--- config.mk ---
export PLATFORM = sky130hd
export DESIGN_NAME = iate_cell
export DESIGN_NICKNAME = d
export VERILOG_FILES = /design/src/hdl/iate_pkg.sv /design/src/hdl/iate_cell.sv
export SDC_FILE = /design/constraint.sdc
export NUM_CORES = 1
export LEC_CHECK = 0
export ABC_AREA = 1
export BUFFER_PORTS_ARGS = -buffer_cell sky130_fd_sc_hd__buf_2
export CAP_MARGIN = 20
export CELL_PAD_IN_SITES_DETAIL_PLACEMENT = 1
export CELL_PAD_IN_SITES_GLOBAL_PLACEMENT = 2
export CORE_ASPECT_RATIO = 0.6
export CORE_MARGIN = 1
export CORE_UTILIZATION = 24
export DETAILED_ROUTE_END_ITERATION = 8
export PLACE_DENSITY_LB_ADDON = 0.1
export SETUP_SLACK_MARGIN = 0.05
export SLEW_MARGIN = 20
export SYNTH_ARGS = -nofsm -noshare
export SYNTH_HDL_FRONTEND = slang
export SYNTH_SLANG_ARGS = --single-unit
--- constraint.sdc ---
create_clock -name clk -period 4.13 [get_ports clk]
set_input_delay 0.2065 -clock clk [delete_from_list [all_inputs] [get_ports clk]]
set_output_delay 0.2065 -clock clk [all_outputs]
set_load 0.05 [all_outputs]
--- src/hdl/iate_pkg.sv ---
// Shared types, sizes and codes for the indexed array table engine.
package iate_pkg;

  localparam int CAPACITY = 32;
  localparam int IDX_W    = $clog2(CAPACITY);
  localparam int CNT_W    = $clog2(CAPACITY + 1);
  localparam int DATA_W   = 32;

  // Request modes.
  localparam logic [2:0] MODE_INSERT   = 3'd0;
  localparam logic [2:0] MODE_DELETE   = 3'd1;
  localparam logic [2:0] MODE_TRAVERSE = 3'd2;
  localparam logic [2:0] MODE_SEARCH   = 3'd3;
  localparam logic [2:0] MODE_UPDATE   = 3'd4;

  // Result status codes.
  localparam logic [2:0] ST_OK       = 3'd0;
  localparam logic [2:0] ST_FULL     = 3'd1;
  localparam logic [2:0] ST_EMPTY    = 3'd2;
  localparam logic [2:0] ST_BADPOS   = 3'd3;
  localparam logic [2:0] ST_NOTFOUND = 3'd4;

  // Operations applied to the whole row of cells.
  localparam logic [2:0] OP_HOLD   = 3'd0;
  localparam logic [2:0] OP_INSERT = 3'd1;
  localparam logic [2:0] OP_DELETE = 3'd2;
  localparam logic [2:0] OP_UPDATE = 3'd3;
  localparam logic [2:0] OP_ROTATE = 3'd4;

  typedef struct packed {
    logic [2:0]        op;
    logic [CNT_W-1:0]  pos;
    logic [DATA_W-1:0] val;
    logic [CNT_W-1:0]  count;
  } cell_cmd_t;

endpackage

--- src/hdl/iate_cell.sv ---
// One storage cell of the list: holds one entry and trades it with its neighbors.
module iate_cell (
  input  logic                        clk,
  input  iate_pkg::cell_cmd_t         cmd,
  input  logic [iate_pkg::IDX_W-1:0]  cell_index,
  input  logic [iate_pkg::DATA_W-1:0] left_in,
  input  logic [iate_pkg::DATA_W-1:0] right_in,
  input  logic [iate_pkg::DATA_W-1:0] wrap_in,
  output logic [iate_pkg::DATA_W-1:0] entry,
  output logic                        match
);
  import iate_pkg::*;

  logic [CNT_W-1:0]  my_idx;
  logic [CNT_W-1:0]  my_idx_plus;
  logic [DATA_W-1:0] entry_next;

  assign my_idx      = CNT_W'(cell_index);
  assign my_idx_plus = my_idx + CNT_W'(1);

  // Only cells below the count hold live entries.
  assign match = (entry == cmd.val) && (my_idx < cmd.count);

  always_comb begin
    entry_next = entry;
    unique case (cmd.op)
      OP_INSERT: begin
        if (my_idx > cmd.pos) begin
          entry_next = left_in;
        end else if (my_idx == cmd.pos) begin
          entry_next = cmd.val;
        end
      end
      OP_DELETE: begin
        if (my_idx >= cmd.pos) begin
          entry_next = right_in;
        end
      end
      OP_UPDATE: begin
        if (my_idx == cmd.pos) begin
          entry_next = cmd.val;
        end
      end
      OP_ROTATE: begin
        // The live part of the row turns by one, the head going to the tail.
        if (my_idx_plus < cmd.count) begin
          entry_next = right_in;
        end else if (my_idx_plus == cmd.count) begin
          entry_next = wrap_in;
        end
      end
      default: entry_next = entry;
    endcase
  end

  always_ff @(posedge clk) begin
    entry <= entry_next;
  end

endmodule

==> out/results.ini <==
[status]
status = finished, final reports clean

[grt]
grt_pass1_vias = 5938
track_usage_pct = 20.40
grt_first_pass_wirelength_mm = 33.57
antenna_found_initial = 0
grt_max_degree = 48
grt_overflow = 0

[synth]
ys_seq_elements = 32
yosys.cell_count.top_type = nand2_1
synth.area.top_cells = nand2_1 (24%), edfxtp_1 (19%), inv_1 (18%)
synth_area_sq_mm = 0.005019
yosysWarnings = 0
avgSynthCellArea_sq_um = 5.449
async_flop_share_pct = 0
synth_top_area_cell = nand2_1
syn-num-nets = 1087
synth_cells = 921
yosysUniqueCellTypes = 30
synth-edff-count = 32
ys_seq_area_share_pct = 19.15
synth_common_cells = nand2_1 (319), inv_1 (245), nand3_1 (165)
ys.flop_type = edfxtp_1
synth_top_area_share_pct = 23.86

[run]
max_cap_violations = 0

[detailed_routing]
routed_via_density = 4.343
wl_per_cell_um = 15.79
dr.pass1.iters = 4
first_iter_violations = 227
wirelength_mm = 21.34
num_vias = 5868
final_antenna_net_count = 0
drc = 0

[finish]
post-route-cell-area_sq_mm = 0.006301
largest_register_ffs = 32
antennaDiodeCount = 0
area_delta_synth_final_pct = 25.55
top_regs = entry: 32 flops
top_register = entry
drive_gt1_share_pct = 20.50
final_nets = 1244
finish.utilization_pct = 31.09

[pwr]
internal-power_uw = 904.0
ir_worst_vdd_v = 0.0001401
p_leak_nw = 3.900
power.density_mw_per_mm2 = 260.8
combPwrFrac_pct = 49.7
clockPowerShare_pct = 21.6
p_sw_uw = 739.4
design_power_total_mw = 1.643
switching_share_pct = 44.99
p_seq_share_pct = 28.7

[placed_design]
place_area_sq_mm = 0.006167
dp_hpwl_mm = 15.52
pre_cts_ws_ns = 1.276
globalplace.congestion = 0.7940
port_buffers = 181

[worst_hold_path]
whs_path_depth = 5
min_to = entry[18]
min_path_type = input port to flip-flop
hold_start = left_in[18]

[die]
die_w_um = 188.7
die_area_sq_mm = 0.02151
die_h_um = 114.0
initial_core_util_pct = 24.76
io_pins = 182
core_sq_mm = 0.02027
rows = 40

[timing]
skew_ns = 0
finalSetupViolCount = 0
tns_ns = 0
hold_violations = 0
rsz0062_at_grt = no
relSlewSlack_pct = 39.40
worst_slack_ns = 1.642
fmax_ghz = 0.4020
fin_crit_ns = 2.488
fin_crit_sh_pct = 60.23
drv_slew = 0
worstMarginPinSlew_ns = 0.9068

[cts]
cts_max_level = 2
clock_latency_ns = 0.28
cts_resized = 0
post-cts-setup-buffer-count = 0
clkTransAtPathRegs_ns = 0.05
cts_sinks = 32
postCtsHoldBufs = 0
cts.path.max_buffers = 2
root_buffer = clkbuf_16
cts_tree = done
cts_buffers = 5

[critical_path]
worstPathRequired_ns = 4.16
start_kind = input port
r2r_slack_ns = 2.89
crit_start = cell_index[4]
endpoint_kind = flip-flop
worstPathArrival_ns = 2.52
r2r_start = entry[12]
reg2reg_to = entry[12]
crit_type = input port to flip-flop
r2r_cells = 8
critPathMaxFanout = 32

power by group through the flow:
stage	sequential [mW]	clock (mW)	combinational (mW)
finish	0.472	0.355	0.816
global route	0.479	0.376	0.916
detailed placement	0.478	0	0.827
global placement	0.481	0	0.820
floorplan	0.609	0	0.408
CTS	0.473	0.363	0.829
per-stage QoR:
stage	hold WS, ns	std cells
finish	0.3375	1351
global route	0.3629	1351
CTS	0.3392	1351
detailed placement	0.6288	1344
global placement	0.6263	1344
floorplan	0.5164	921
final cells by class:
| class | instances | area (sq um) |
|---|---|---|
| clock buffers | 6 | 128.9 |
| clock inverters | 1 | 5.005 |
| fillers | 2817 | 13970 |
| inverters | 247 | 927.1 |
| multi-input cells | 599 | 2929 |
| flip-flops and latches | 32 | 960.9 |
| well taps | 273 | 341.6 |
| repair buffers | 193 | 1008 |
cells by family after synthesis:
group / Yosys count / share of synthesized area, %
compound gates: 6 / 0.7978
xor+xnor: 21 / 3.665
flops: 32 / 19.15
buf+inv: 290 / 23.11
simple gates: 555 / 49.04
fa+ha+maj: 17 / 4.238
routing by layer:
layer	vias up	wire, um	track usage [%]
li1	3093	-	-
met5	-	0	0
met2	153	8574	31.35
met4	0	70	1.935
met3	8	1140	2.985
met1	2614	11550	30.78
critical path: stages:
cell     delay [ns]
buf_2          0.13
ha_1           0.27
nand2_1        0.10
inv_2          0.13
nand2_1        0.10
nand3_2        0.47
nand2_2        0.79
nand2_1        0.13
nand3_1        0.10
nand2_1        0.06
cell usage in the layout (no fill, tap or decap), types with 3 or more instances in the layout:
master and n:
nand3_1 165, edfxtp_1 32, xor2_1 3, xnor2_1 18, clkbuf_16 5, buf_2 181
nand2_1 317, buf_4 11, nor2_4 4, ha_1 17, nand4_1 36, nand2_2 11
nor2_1 15, inv_1 245
how the worst max path moves through the flow:
stage	to	slack (ns)	cells past startpoint
4_1_cts	entry[11]	1.56	10
3_3_place_gp	entry[18]	1.32	10
6_report	entry[11]	1.64	10
5_1_grt	entry[4]	1.38	11
2_1_floorplan	entry[0]	0.78	12
3_5_place_dp	entry[11]	1.28	10
No activity file was read; power rests on OpenSTA's default activity.
